File: src/design/fpp_pkg.sv
package fpp_pkg;

  // Board geometry
  localparam int BOARD_SQUARES = 64;
  localparam int SQ_W          = 6;
  localparam logic [SQ_W-1:0] SQ_LAST = SQ_W'(BOARD_SQUARES - 1);

  // Queue sizing shared by the input and result queues
  localparam int Q_DEPTH = 4;
  localparam int Q_PTR_W = 2;
  localparam int Q_CNT_W = 3;

  // Piece codes
  localparam logic [7:0] BLACK_BIT = 8'h80;
  localparam logic [2:0] PT_NONE   = 3'd0;
  localparam logic [2:0] PT_PAWN   = 3'd1;
  localparam logic [2:0] PT_KNIGHT = 3'd2;
  localparam logic [2:0] PT_BISHOP = 3'd3;
  localparam logic [2:0] PT_ROOK   = 3'd4;
  localparam logic [2:0] PT_QUEEN  = 3'd5;
  localparam logic [2:0] PT_KING   = 3'd6;

  // Castling bits
  localparam logic [3:0] CASTLE_WK = 4'h1;
  localparam logic [3:0] CASTLE_WQ = 4'h2;
  localparam logic [3:0] CASTLE_BK = 4'h4;
  localparam logic [3:0] CASTLE_BQ = 4'h8;

  localparam logic [7:0]  NO_EP    = 8'd255;
  localparam logic [15:0] MAX16    = 16'hFFFF;
  localparam logic [3:0]  RANK_TOP = 4'd7;
  localparam logic [3:0]  RANK_OFF = 4'd15;
  localparam logic [4:0]  FILE_SAT = 5'd16;

  // ASCII
  localparam logic [7:0] CH_SPACE = 8'h20;
  localparam logic [7:0] CH_SLASH = 8'h2F;
  localparam logic [7:0] CH_0     = 8'h30;
  localparam logic [7:0] CH_1     = 8'h31;
  localparam logic [7:0] CH_8     = 8'h38;
  localparam logic [7:0] CH_9     = 8'h39;
  localparam logic [7:0] CH_UA    = 8'h41;
  localparam logic [7:0] CH_UZ    = 8'h5A;
  localparam logic [7:0] CH_UK    = 8'h4B;
  localparam logic [7:0] CH_UQ    = 8'h51;
  localparam logic [7:0] CH_LA    = 8'h61;
  localparam logic [7:0] CH_LB    = 8'h62;
  localparam logic [7:0] CH_LH    = 8'h68;
  localparam logic [7:0] CH_LK    = 8'h6B;
  localparam logic [7:0] CH_LN    = 8'h6E;
  localparam logic [7:0] CH_LP    = 8'h70;
  localparam logic [7:0] CH_LQ    = 8'h71;
  localparam logic [7:0] CH_LR    = 8'h72;
  localparam logic [7:0] CH_LW    = 8'h77;
  localparam logic [7:0] CASE_GAP = 8'd32;

  typedef struct packed {
    logic [7:0] char_code;
    logic       last_char;
  } in_t;

  typedef struct packed {
    logic [5:0]  square_index;
    logic [7:0]  piece_code;
    logic        black_to_play;
    logic [3:0]  castle_flags;
    logic [7:0]  ep_col;
    logic [15:0] half_moves;
    logic [15:0] move_no;
    logic        last_square;
  } out_t;

  // Character as classified by the front end
  typedef struct packed {
    logic       is_space;
    logic       is_slash;
    logic       is_skip;
    logic [3:0] skip_val;
    logic       is_digit;
    logic [3:0] digit_val;
    logic [7:0] piece_code;
    logic       is_w;
    logic [3:0] castle_bit;
    logic       is_ep;
    logic [2:0] ep_file;
    logic       last;
  } cls_t;

  // Header fields carried with each emitted square
  typedef struct packed {
    logic        side;
    logic [3:0]  castle;
    logic [7:0]  ep;
    logic [15:0] half;
    logic [15:0] full;
  } hdr_t;

  typedef enum logic [3:0] {
    PH_PLACE,
    PH_SIDE,
    PH_SKIP1,
    PH_CASTLE,
    PH_EP,
    PH_SKIPSP,
    PH_HALF,
    PH_FULL,
    PH_DONE
  } phase_t;

  typedef enum logic {
    BK_PARSE,
    BK_EMIT
  } back_state_t;

endpackage

File: src/design/fen_position_parser.sv
// FEN position parser. Characters of a position string are pushed one per
// request; the request flagged last_char closes the string and produces 64
// result requests, squares 0 to 63 in order, each carrying the piece code and
// the header fields (side, castling, en passant file, halfmove clock, fullmove
// number), with last_square set on square 63. The parser consumes one
// character per cycle except while it reads a board out. After the last
// character it reads the board memory out, one square per cycle through its
// single read port while a result queue slot is free. A four-entry
// character queue takes up to four characters of the next string during that
// burst, after which full holds the sender off until the burst ends. A
// four-entry result queue lets the consumer stall without losing squares;
// while it is full the burst pauses. After the burst all parser state is back
// at its reset values for the next string.
module fen_position_parser (
  input  logic          clk,
  input  logic          rst_n,
  // character requests
  input  logic          push,
  output logic          full,
  input  fpp_pkg::in_t  in_data,
  // square result requests
  output logic          empty,
  input  logic          pop,
  output fpp_pkg::out_t out_data
);
  import fpp_pkg::*;

  // front -> back
  logic               deq_valid;
  logic               deq_pop;
  cls_t               deq_data;
  // back -> result queue
  logic [Q_CNT_W-1:0] oq_count;
  logic               oq_push;
  out_t               oq_data;

  // Front end: classifies each character and queues it
  fpp_front u_front (
    .clk       (clk),
    .rst_n     (rst_n),
    .push      (push),
    .full      (full),
    .in_data   (in_data),
    .deq_valid (deq_valid),
    .deq_pop   (deq_pop),
    .deq_data  (deq_data)
  );

  // Back end: phase machine, board memory and square emission
  fpp_back u_back (
    .clk       (clk),
    .rst_n     (rst_n),
    .deq_valid (deq_valid),
    .deq_pop   (deq_pop),
    .deq_data  (deq_data),
    .oq_count  (oq_count),
    .oq_push   (oq_push),
    .oq_data   (oq_data)
  );

  // Result queue; back end only issues a read when a slot is reserved
  fpp_outq u_outq (
    .clk       (clk),
    .rst_n     (rst_n),
    .push      (oq_push),
    .push_data (oq_data),
    .count     (oq_count),
    .empty     (empty),
    .pop       (pop),
    .pop_data  (out_data)
  );

endmodule

File: src/design/fpp_front.sv
module fpp_front (
  input  logic          clk,
  input  logic          rst_n,
  input  logic          push,
  output logic          full,
  input  fpp_pkg::in_t  in_data,
  output logic          deq_valid,
  input  logic          deq_pop,
  output fpp_pkg::cls_t deq_data
);
  import fpp_pkg::*;

  cls_t               cls;
  logic [7:0]         c;
  logic [7:0]         lc;
  logic               upper;
  logic [2:0]         ptype;
  cls_t               q_r [Q_DEPTH];
  logic [Q_PTR_W-1:0] wr_ptr_r, wr_ptr_nxt;
  logic [Q_PTR_W-1:0] rd_ptr_r, rd_ptr_nxt;
  logic [Q_CNT_W-1:0] cnt_r, cnt_nxt;
  logic               do_push;
  logic               do_pop;

  // Classify the incoming character
  always_comb begin
    c     = in_data.char_code;
    upper = (c >= CH_UA) && (c <= CH_UZ);
    lc    = upper ? c + CASE_GAP : c;
    case (lc)
      CH_LP:   ptype = PT_PAWN;
      CH_LN:   ptype = PT_KNIGHT;
      CH_LB:   ptype = PT_BISHOP;
      CH_LR:   ptype = PT_ROOK;
      CH_LQ:   ptype = PT_QUEEN;
      CH_LK:   ptype = PT_KING;
      default: ptype = PT_NONE;
    endcase
    cls.is_space   = (c == CH_SPACE);
    cls.is_slash   = (c == CH_SLASH);
    cls.is_skip    = (c >= CH_1) && (c <= CH_8);
    cls.skip_val   = c[3:0];
    cls.is_digit   = (c >= CH_0) && (c <= CH_9);
    cls.digit_val  = c[3:0];
    cls.piece_code = (upper ? 8'h00 : BLACK_BIT) | {5'd0, ptype};
    cls.is_w       = (c == CH_LW);
    case (c)
      CH_UK:   cls.castle_bit = CASTLE_WK;
      CH_UQ:   cls.castle_bit = CASTLE_WQ;
      CH_LK:   cls.castle_bit = CASTLE_BK;
      CH_LQ:   cls.castle_bit = CASTLE_BQ;
      default: cls.castle_bit = 4'h0;
    endcase
    cls.is_ep      = (c >= CH_LA) && (c <= CH_LH);
    cls.ep_file    = 3'(c - CH_LA);
    cls.last       = in_data.last_char;
  end

  assign full      = (cnt_r == Q_CNT_W'(Q_DEPTH));
  assign deq_valid = (cnt_r != '0);
  assign deq_data  = q_r[rd_ptr_r];
  assign do_push   = push && !full;
  assign do_pop    = deq_pop && deq_valid;

  always_comb begin
    wr_ptr_nxt = do_push ? wr_ptr_r + 1'b1 : wr_ptr_r;
    rd_ptr_nxt = do_pop ? rd_ptr_r + 1'b1 : rd_ptr_r;
    cnt_nxt    = cnt_r + Q_CNT_W'(do_push) - Q_CNT_W'(do_pop);
  end

  always_ff @(posedge clk) begin
    if (!rst_n) begin
      wr_ptr_r <= '0;
      rd_ptr_r <= '0;
      cnt_r    <= '0;
    end else begin
      wr_ptr_r <= wr_ptr_nxt;
      rd_ptr_r <= rd_ptr_nxt;
      cnt_r    <= cnt_nxt;
    end
  end

  always_ff @(posedge clk) begin
    if (do_push) begin
      q_r[wr_ptr_r] <= cls;
    end
  end

endmodule

File: src/design/fpp_back.sv
module fpp_back (
  input  logic                           clk,
  input  logic                           rst_n,
  input  logic                           deq_valid,
  output logic                           deq_pop,
  input  fpp_pkg::cls_t                  deq_data,
  input  logic [fpp_pkg::Q_CNT_W-1:0]    oq_count,
  output logic                           oq_push,
  output fpp_pkg::out_t                  oq_data
);
  import fpp_pkg::*;

  back_state_t        state_r, state_nxt;
  phase_t             phase_r, phase_nxt;
  logic [3:0]         rank_r, rank_nxt;
  logic [4:0]         file_r, file_nxt;
  logic               side_r, side_nxt;
  logic [3:0]         castle_r, castle_nxt;
  logic [7:0]         ep_r, ep_nxt;
  logic [15:0]        half_r, half_nxt;
  logic [15:0]        full_r, full_nxt;
  logic               seen_r, seen_nxt;
  logic [BOARD_SQUARES-1:0] sq_vld_r, sq_vld_nxt;
  logic [SQ_W-1:0]    emit_idx_r, emit_idx_nxt;

  logic [7:0]         board_mem [BOARD_SQUARES];
  logic               wr_en;
  logic [SQ_W-1:0]    wr_addr;

  logic               s1_vld_r;
  logic [SQ_W-1:0]    s1_idx_r;
  logic [7:0]         s1_data_r;
  logic               s1_bit_r;
  hdr_t               s1_hdr_r;

  logic               take;
  logic               issue;
  logic               emit_end;
  logic [Q_CNT_W:0]   credit_used;
  logic [5:0]         file_sum;
  hdr_t               hdr;

  function automatic logic [15:0] acc_dec(input logic [15:0] acc, input logic [3:0] d);
    logic [19:0] v;
    v = ({4'd0, acc} << 3) + ({4'd0, acc} << 1) + {16'd0, d};
    return (v > {4'd0, MAX16}) ? MAX16 : v[15:0];
  endfunction

  // Controller outputs
  always_comb begin
    credit_used = {1'b0, oq_count} + (Q_CNT_W+1)'(s1_vld_r);
    take        = 1'b0;
    issue       = 1'b0;
    case (state_r)
      BK_PARSE: take  = deq_valid;
      BK_EMIT:  issue = (credit_used < (Q_CNT_W+1)'(Q_DEPTH));
      default:  ;
    endcase
    deq_pop  = take;
    emit_end = issue && (emit_idx_r == SQ_LAST);
  end

  // Controller next state
  always_comb begin
    state_nxt = state_r;
    case (state_r)
      BK_PARSE: if (take && deq_data.last) state_nxt = BK_EMIT;
      BK_EMIT:  if (emit_end) state_nxt = BK_PARSE;
      default:  state_nxt = BK_PARSE;
    endcase
  end

  // Parser datapath
  always_comb begin
    phase_nxt    = phase_r;
    rank_nxt     = rank_r;
    file_nxt     = file_r;
    side_nxt     = side_r;
    castle_nxt   = castle_r;
    ep_nxt       = ep_r;
    half_nxt     = half_r;
    full_nxt     = full_r;
    seen_nxt     = seen_r;
    sq_vld_nxt   = sq_vld_r;
    emit_idx_nxt = issue ? emit_idx_r + 1'b1 : emit_idx_r;
    wr_en        = 1'b0;
    wr_addr      = {rank_r[2:0], file_r[2:0]};
    file_sum     = {1'b0, file_r} + {2'd0, deq_data.skip_val};

    if (take) begin
      case (phase_r)
        PH_PLACE: begin
          if (deq_data.is_space) begin
            phase_nxt = PH_SIDE;
          end else if (deq_data.is_slash) begin
            rank_nxt = (rank_r == 4'd0 || rank_r == RANK_OFF) ? RANK_OFF : rank_r - 1'b1;
            file_nxt = '0;
          end else if (deq_data.is_skip) begin
            file_nxt = (file_sum > {1'b0, FILE_SAT}) ? FILE_SAT : file_sum[4:0];
          end else begin
            // off-board writes are dropped
            if (rank_r <= RANK_TOP && file_r <= 5'd7) begin
              wr_en               = 1'b1;
              sq_vld_nxt[wr_addr] = 1'b1;
            end
            if (file_r < FILE_SAT) file_nxt = file_r + 1'b1;
          end
        end
        PH_SIDE: begin
          side_nxt  = !deq_data.is_w;
          phase_nxt = PH_SKIP1;
        end
        PH_SKIP1: phase_nxt = PH_CASTLE;
        PH_CASTLE: begin
          if (deq_data.is_space) phase_nxt = PH_EP;
          else castle_nxt = castle_r | deq_data.castle_bit;
        end
        PH_EP: begin
          if (deq_data.is_ep) ep_nxt = {5'd0, deq_data.ep_file};
          phase_nxt = deq_data.is_space ? PH_HALF : PH_SKIPSP;
        end
        PH_SKIPSP: if (deq_data.is_space) phase_nxt = PH_HALF;
        PH_HALF: begin
          if (deq_data.is_digit) half_nxt = acc_dec(half_r, deq_data.digit_val);
          else phase_nxt = PH_FULL;
        end
        PH_FULL: begin
          if (deq_data.is_digit) begin
            full_nxt = acc_dec(full_r, deq_data.digit_val);
            seen_nxt = 1'b1;
          end else begin
            phase_nxt = PH_DONE;
          end
        end
        default: ;
      endcase
    end

    // back to reset values once the last square read is issued
    if (emit_end) begin
      phase_nxt  = PH_PLACE;
      rank_nxt   = RANK_TOP;
      file_nxt   = '0;
      side_nxt   = 1'b0;
      castle_nxt = '0;
      ep_nxt     = NO_EP;
      half_nxt   = '0;
      full_nxt   = '0;
      seen_nxt   = 1'b0;
      sq_vld_nxt = '0;
    end
  end

  always_comb begin
    hdr.side   = side_r;
    hdr.castle = castle_r;
    hdr.ep     = ep_r;
    hdr.half   = half_r;
    hdr.full   = seen_r ? full_r : 16'd1;
  end

  always_ff @(posedge clk) begin
    if (!rst_n) begin
      state_r    <= BK_PARSE;
      phase_r    <= PH_PLACE;
      rank_r     <= RANK_TOP;
      file_r     <= '0;
      side_r     <= 1'b0;
      castle_r   <= '0;
      ep_r       <= NO_EP;
      half_r     <= '0;
      full_r     <= '0;
      seen_r     <= 1'b0;
      sq_vld_r   <= '0;
      emit_idx_r <= '0;
      s1_vld_r   <= 1'b0;
    end else begin
      state_r    <= state_nxt;
      phase_r    <= phase_nxt;
      rank_r     <= rank_nxt;
      file_r     <= file_nxt;
      side_r     <= side_nxt;
      castle_r   <= castle_nxt;
      ep_r       <= ep_nxt;
      half_r     <= half_nxt;
      full_r     <= full_nxt;
      seen_r     <= seen_nxt;
      sq_vld_r   <= sq_vld_nxt;
      emit_idx_r <= emit_idx_nxt;
      s1_vld_r   <= issue;
    end
  end

  // Board memory: one write, one registered read
  always_ff @(posedge clk) begin
    if (wr_en) begin
      board_mem[wr_addr] <= deq_data.piece_code;
    end
    if (issue) begin
      s1_data_r <= board_mem[emit_idx_r];
      s1_bit_r  <= sq_vld_r[emit_idx_r];
      s1_idx_r  <= emit_idx_r;
      s1_hdr_r  <= hdr;
    end
  end

  assign oq_push = s1_vld_r;

  always_comb begin
    oq_data.square_index  = s1_idx_r;
    oq_data.piece_code    = s1_bit_r ? s1_data_r : 8'h00;
    oq_data.black_to_play = s1_hdr_r.side;
    oq_data.castle_flags  = s1_hdr_r.castle;
    oq_data.ep_col        = s1_hdr_r.ep;
    oq_data.half_moves    = s1_hdr_r.half;
    oq_data.move_no       = s1_hdr_r.full;
    oq_data.last_square   = (s1_idx_r == SQ_LAST);
  end

endmodule

File: src/design/fpp_outq.sv
module fpp_outq (
  input  logic                         clk,
  input  logic                         rst_n,
  input  logic                         push,
  input  fpp_pkg::out_t                push_data,
  output logic [fpp_pkg::Q_CNT_W-1:0]  count,
  output logic                         empty,
  input  logic                         pop,
  output fpp_pkg::out_t                pop_data
);
  import fpp_pkg::*;

  out_t               q_r [Q_DEPTH];
  logic [Q_PTR_W-1:0] wr_ptr_r, wr_ptr_nxt;
  logic [Q_PTR_W-1:0] rd_ptr_r, rd_ptr_nxt;
  logic [Q_CNT_W-1:0] cnt_r, cnt_nxt;
  logic               do_pop;

  // push is only raised when the producer holds a credit
  assign count    = cnt_r;
  assign empty    = (cnt_r == '0);
  assign pop_data = q_r[rd_ptr_r];
  assign do_pop   = pop && !empty;

  always_comb begin
    wr_ptr_nxt = push ? wr_ptr_r + 1'b1 : wr_ptr_r;
    rd_ptr_nxt = do_pop ? rd_ptr_r + 1'b1 : rd_ptr_r;
    cnt_nxt    = cnt_r + Q_CNT_W'(push) - Q_CNT_W'(do_pop);
  end

  always_ff @(posedge clk) begin
    if (!rst_n) begin
      wr_ptr_r <= '0;
      rd_ptr_r <= '0;
      cnt_r    <= '0;
    end else begin
      wr_ptr_r <= wr_ptr_nxt;
      rd_ptr_r <= rd_ptr_nxt;
      cnt_r    <= cnt_nxt;
    end
  end

  always_ff @(posedge clk) begin
    if (push) begin
      q_r[wr_ptr_r] <= push_data;
    end
  end

endmodule

File: config.mk
export PLATFORM = sky130hd
export DESIGN_NAME = fen_position_parser
export DESIGN_NICKNAME = d
export VERILOG_FILES = /design/src/design/fpp_pkg.sv /design/src/design/fen_position_parser.sv /design/src/design/fpp_front.sv /design/src/design/fpp_back.sv /design/src/design/fpp_outq.sv
export SDC_FILE = /design/constraint.sdc
export NUM_CORES = 1
export LEC_CHECK = 0
export BUFFER_PORTS_ARGS = -buffer_cell sky130_fd_sc_hd__buf_2
export CORE_ASPECT_RATIO = 1.4
export CORE_MARGIN = 2
export CORE_UTILIZATION = 62
export DETAILED_ROUTE_END_ITERATION = 10
export PLACE_DENSITY = 0.79
export SYNTH_ARGS = -nofsm -noshare
export SYNTH_HDL_FRONTEND = slang
export SYNTH_SLANG_ARGS = --single-unit
File: constraint.sdc
create_clock -name clk -period 6.6 [get_ports clk]
set_input_delay 0.33 -clock clk [delete_from_list [all_inputs] [get_ports clk]]
set_output_delay 0.33 -clock clk [all_outputs]
set_load 0.05 [all_outputs]
==> report_table.html <==
<table>
<tr><th>Metric</th><th>Value</th></tr>
<tr><th colspan="2">Status</th></tr>
<tr><td>Outcome</td><td>completed</td></tr>
<tr><th colspan="2">STA</th></tr>
<tr><td>Final setup TNS</td><td>0 ns</td></tr>
<tr><td>Portion of the clock cycle consumed by the worst path in the final layout</td><td>74.9%</td></tr>
<tr><td>Fin crit period</td><td>4.94 ns</td></tr>
<tr><td>Headroom to the max-slew limit</td><td>23.0%</td></tr>
<tr><td>Final Hold Viols</td><td>0</td></tr>
<tr><td>Transition time at the pin with the least slew margin</td><td>1.15 ns</td></tr>
<tr><td>Setup repair after global routing missed its margin</td><td>no</td></tr>
<tr><td>Clock Skew</td><td>0.0251 ns</td></tr>
<tr><td>Final count of pins violating max slew</td><td>0</td></tr>
<tr><td>Worst-case setup margin in the final layout</td><td>1.66 ns</td></tr>
<tr><td>Maximum frequency from static timing analysis</td><td>202 MHz</td></tr>
<tr><td>Finish-stage setup viols</td><td>0</td></tr>
<tr><th colspan="2">Worst setup path</th></tr>
<tr><td>Largest stage delay on the critical path</td><td>0.85 ns</td></tr>
<tr><td>Class of the most critical setup path</td><td>flip-flop to flip-flop</td></tr>
<tr><td>Family with the most delay on the worst path</td><td>compound AO/OA/AOI/OAI gates</td></tr>
<tr><td>Arrival time of data at the critical path endpoint</td><td>5.45 ns</td></tr>
<tr><td>FF-to-FF setup slack</td><td>1.66 ns</td></tr>
<tr><td>Critical path buffer and inverter count</td><td>1</td></tr>
<tr><td>Critical path cell sequence</td><td>buf_4 &gt; mux4_2 &gt; fa_1 &gt; fa_1 &gt; a211oi_1 &gt; nor2_1 &gt; o311ai_0 &gt; a21oi_1 &gt; or3_1 &gt; o2111a_2 &gt; a21oi_1</td></tr>
<tr><td>CP Capture Type</td><td>flip-flop</td></tr>
<tr><td>Largest fanout on the critical path</td><td>17</td></tr>
<tr><td>Critical-path cell with the highest stage delay</td><td>o311ai_0</td></tr>
<tr><td>Critical path required time</td><td>7.11 ns</td></tr>
<tr><td>Startpoint kind of the worst setup timing path</td><td>flip-flop</td></tr>
<tr><th colspan="2">Place</th></tr>
<tr><td>Number of placed instances, taps included</td><td>2457</td></tr>
<tr><td>Pre-CTS WS</td><td>1.66 ns</td></tr>
<tr><td>Dpl cell area</td><td>0.0317 mm²</td></tr>
<tr><td>Final weighted congestion in routability-driven placement</td><td>0.831</td></tr>
<tr><td>Post-detail-place hpwl</td><td>39200 µm</td></tr>
<tr><td>Port-buffer cells</td><td>70</td></tr>
<tr><th colspan="2">Global routing</th></tr>
<tr><td>Via count of the first global-routing pass</td><td>17000</td></tr>
<tr><td>Largest net degree at the start of global routing</td><td>68</td></tr>
<tr><td>Overall track demand over capacity in global routing</td><td>24.7%</td></tr>
<tr><td>Gr ovfl total</td><td>0</td></tr>
<tr><td>Antenna violations before repair</td><td>1</td></tr>
<tr><td>Global-route wire length before repair</td><td>95300 µm</td></tr>
<tr><th colspan="2">Detailed routing</th></tr>
<tr><td>Routed vias/inst</td><td>6.30</td></tr>
<tr><td>Post-route ant nets</td><td>0</td></tr>
<tr><td>Remaining design rule violation count</td><td>0</td></tr>
<tr><td>DRT Pass-1 Iters</td><td>7</td></tr>
<tr><td>Post-detailed-route wirelength per cell</td><td>23.7 µm</td></tr>
<tr><td>Total length of routed wires</td><td>61100 µm</td></tr>
<tr><td>Vias after detailed routing</td><td>16300</td></tr>
<tr><td>Starting DRC count in detailed routing</td><td>1456</td></tr>
<tr><th colspan="2">Clock network</th></tr>
<tr><td>H-tree depth reported by CTS</td><td>3</td></tr>
<tr><td>TritonCTS buffer count</td><td>67</td></tr>
<tr><td>Clk root buf</td><td>clkbuf_16</td></tr>
<tr><td>Number of clock sinks</td><td>749</td></tr>
<tr><td>Setup Fix Bufs, Post-CTS</td><td>0</td></tr>
<tr><td>Reg clk slew, reported paths</td><td>0.06 ns</td></tr>
<tr><td>Worst-skew pair later-pin latency</td><td>0.59 ns</td></tr>
<tr><td>Maximum number of buffers from clock root to sink</td><td>3</td></tr>
<tr><td>CTS tree</td><td>built</td></tr>
<tr><th colspan="2">Synth</th></tr>
<tr><td>Synth top area cells</td><td>edfxtp_1 (59%), mux4_2 (13%), dfxtp_1 (9.4%)</td></tr>
<tr><td>Fraction of the mapped netlist area in simple logic gates</td><td>5.34%</td></tr>
<tr><td>Adder-Cell Fraction of Synth Area</td><td>4.19%</td></tr>
<tr><td>Synthesis Warnings</td><td>0</td></tr>
<tr><td>Post-synthesis async set-or-reset flop share</td><td>0%</td></tr>
<tr><td>Share of the yosys chip area belonging to registers</td><td>68.3%</td></tr>
<tr><td>Largest family of logic cells by synthesized area</td><td>multiplexers</td></tr>
<tr><td>Post-Synth XOR/XNOR Area</td><td>1.19%</td></tr>
<tr><td>Gate count after technology mapping</td><td>1819</td></tr>
<tr><td>Post-Synthesis Cell Area</td><td>0.0308 mm²</td></tr>
<tr><td>Synth cell types</td><td>69</td></tr>
<tr><td>Post-synth EDFFs</td><td>604</td></tr>
<tr><td>Most numerous cell in the Yosys netlist</td><td>edfxtp_1</td></tr>
<tr><td>Compound-Gate Fraction of Synth Area</td><td>5.96%</td></tr>
<tr><td>Synth top cells by count</td><td>edfxtp_1 (604), mux4_2 (175), dfxtp_1 (145)</td></tr>
<tr><td>Cell taking the most area after synthesis</td><td>edfxtp_1</td></tr>
<tr><td>Post-synth top area share</td><td>58.9%</td></tr>
<tr><td>Register bit total from synthesis</td><td>749</td></tr>
<tr><td>Predominant post-synthesis flop cell</td><td>edfxtp_1</td></tr>
<tr><td>Syn avg cell area</td><td>16.9 µm²</td></tr>
<tr><td>Multiplexer fraction of the synthesized cell area</td><td>13.3%</td></tr>
<tr><th colspan="2">Cells and area</th></tr>
<tr><td>Multi-input gate area in the final layout</td><td>0.00927 mm²</td></tr>
<tr><td>Post-layout utilization of the core</td><td>69.3%</td></tr>
<tr><td>Filler cells</td><td>3029</td></tr>
<tr><td>Sequential Area</td><td>0.0211 mm²</td></tr>
<tr><td>Area growth from synthesis to layout</td><td>10.2%</td></tr>
<tr><td>Share of cells above drive strength 1</td><td>20.0%</td></tr>
<tr><td>Number of cells in the finished layout apart from fillers</td><td>2582</td></tr>
<tr><td>Post-route standard cell area excluding fillers</td><td>0.0339 mm²</td></tr>
<tr><td>Final nets</td><td>2003</td></tr>
<tr><th colspan="2">Power</th></tr>
<tr><td>Total leakage power</td><td>11.5 nW</td></tr>
<tr><td>Power per cell area</td><td>372 mW/mm²</td></tr>
<tr><td>VDD IR-drop max</td><td>0.373 mV</td></tr>
<tr><th colspan="2">Floorplan</th></tr>
<tr><td>Die height</td><td>268 µm</td></tr>
<tr><td>DIE WIDTH</td><td>192 µm</td></tr>
<tr><td>Number of core rows</td><td>96</td></tr>
<tr><td>Total core area</td><td>0.0490 mm²</td></tr>
<tr><td>Area of the die</td><td>0.0515 mm²</td></tr>
<tr><td>Effective utilization at floorplan</td><td>62.9%</td></tr>
<tr><td>IO Count</td><td>75</td></tr>
<tr><th colspan="2">Run</th></tr>
<tr><td>Total of max-cap violations</td><td>0</td></tr>
<tr><th colspan="2">Worst hold path</th></tr>
<tr><td>Path category of the worst min-delay check</td><td>primary input to flip-flop</td></tr>
</table>
placed cells by master (no fill, tap or decap), types with 18 or more instances in the layout:
cell,n
o21a_1,73
dfxtp_1,140
buf_2,70
inv_1,35
a21oi_1,86
nand2_1,48
clkbuf_16,69
xnor2_1,22
nor3_1,22
nand3_1,18
xor2_1,20
ha_1,92
and2_1,44
buf_4,18
nor2_1,114
o21ai_0,57
mux4_2,175
edfxtp_1,604
final timing paths:
check,from,endpoint,cells past startpoint
setup / recovery,flip-flop,u_back.full_r[1],11
hold / removal,in_data[2],u_front.q_r[3][24],1
setup reg to reg,flip-flop,u_back.full_r[1],11
hold reg to reg,u_back.ep_r[6],u_back.oq_data[39],0
cell type report:
| type | count | area share (%) |
|---|---|---|
| Clock inverter | 30 | 0.914 |
| Timing Repair Buffer | 90 | 1.49 |
| Multi-Input combinational cell | 947 | 27.3 |
| Clock buffer | 91 | 5.51 |
| Tap cell | 637 | 2.35 |
| Sequential cell | 749 | 62.0 |
| Inverter | 36 | 0.398 |
| Antenna cell | 2 | 0.0147 |
metrics by stage:
stage	hold slack [ns]	total power, W
floorplan	0.406	0.00813
global placement	0.414	0.00880
detailed placement	0.422	0.00890
CTS	0.101	0.0128
global route	0.108	0.0131
finish	0.130	0.0126
cell families (layout without fill, tap and decap cells):
| logic type | Yosys count | count (layout) |
|---|---|---|
| flip-flops | 749 | 749 |
| AND/OR/NAND/NOR | 323 | 323 |
| AO/OA/AOI/OAI | 290 | 290 |
| multiplexers | 189 | 189 |
| buffers and inverters | 126 | 247 |
| adder cells (fa/ha/maj) | 99 | 99 |
| XOR/XNOR | 42 | 42 |
| other | 1 | 6 |
worst reg2reg max path: stages (launching register included):
cell and delay [ns]:
dfxtp_1 0.57, buf_4 0.40, mux4_2 0.66, fa_1 0.51, fa_1 0.50, a211oi_1 0.26, nor2_1 0.10, o311ai_0 0.85
a21oi_1 0.17, or3_1 0.36, o2111a_2 0.29, a21oi_1 0.20
layer usage:
layer  GRT usage (%)  wire length [µm]  up-vias
li1                -                 -     7288
met4            8.95              1880        0
met5               0                 0        -
met2            46.6             34100      539
met3            3.80              3030      116
met1            28.0             22100     8323
what timing repair did:
action,4_1_cts,5_1_grt
hold buffers,2,0
endpoints found under the hold margin,8,0
resized for setup,0,0
registers in the layout, summed over array words and instances (netlist names), 16 cells and up, named ones only:
register,flops
u_back.full_r,16
u_back.half_r,16
u_front.q_r,88
u_back.board_mem,256
u_back.sq_vld_r,64
u_outq.q_r,208
u_back.oq_data,41
power breakdown:
part	switching, W	leakage [nW]	internal [W]
logic	0.00171	3.75	0.000994
registers	0.000331	6.65	0.00574
clock network	0.00165	1.06	0.00223
total	0.00368	11.5	0.00896
Note: power is estimated with default switching activity, not from simulation.
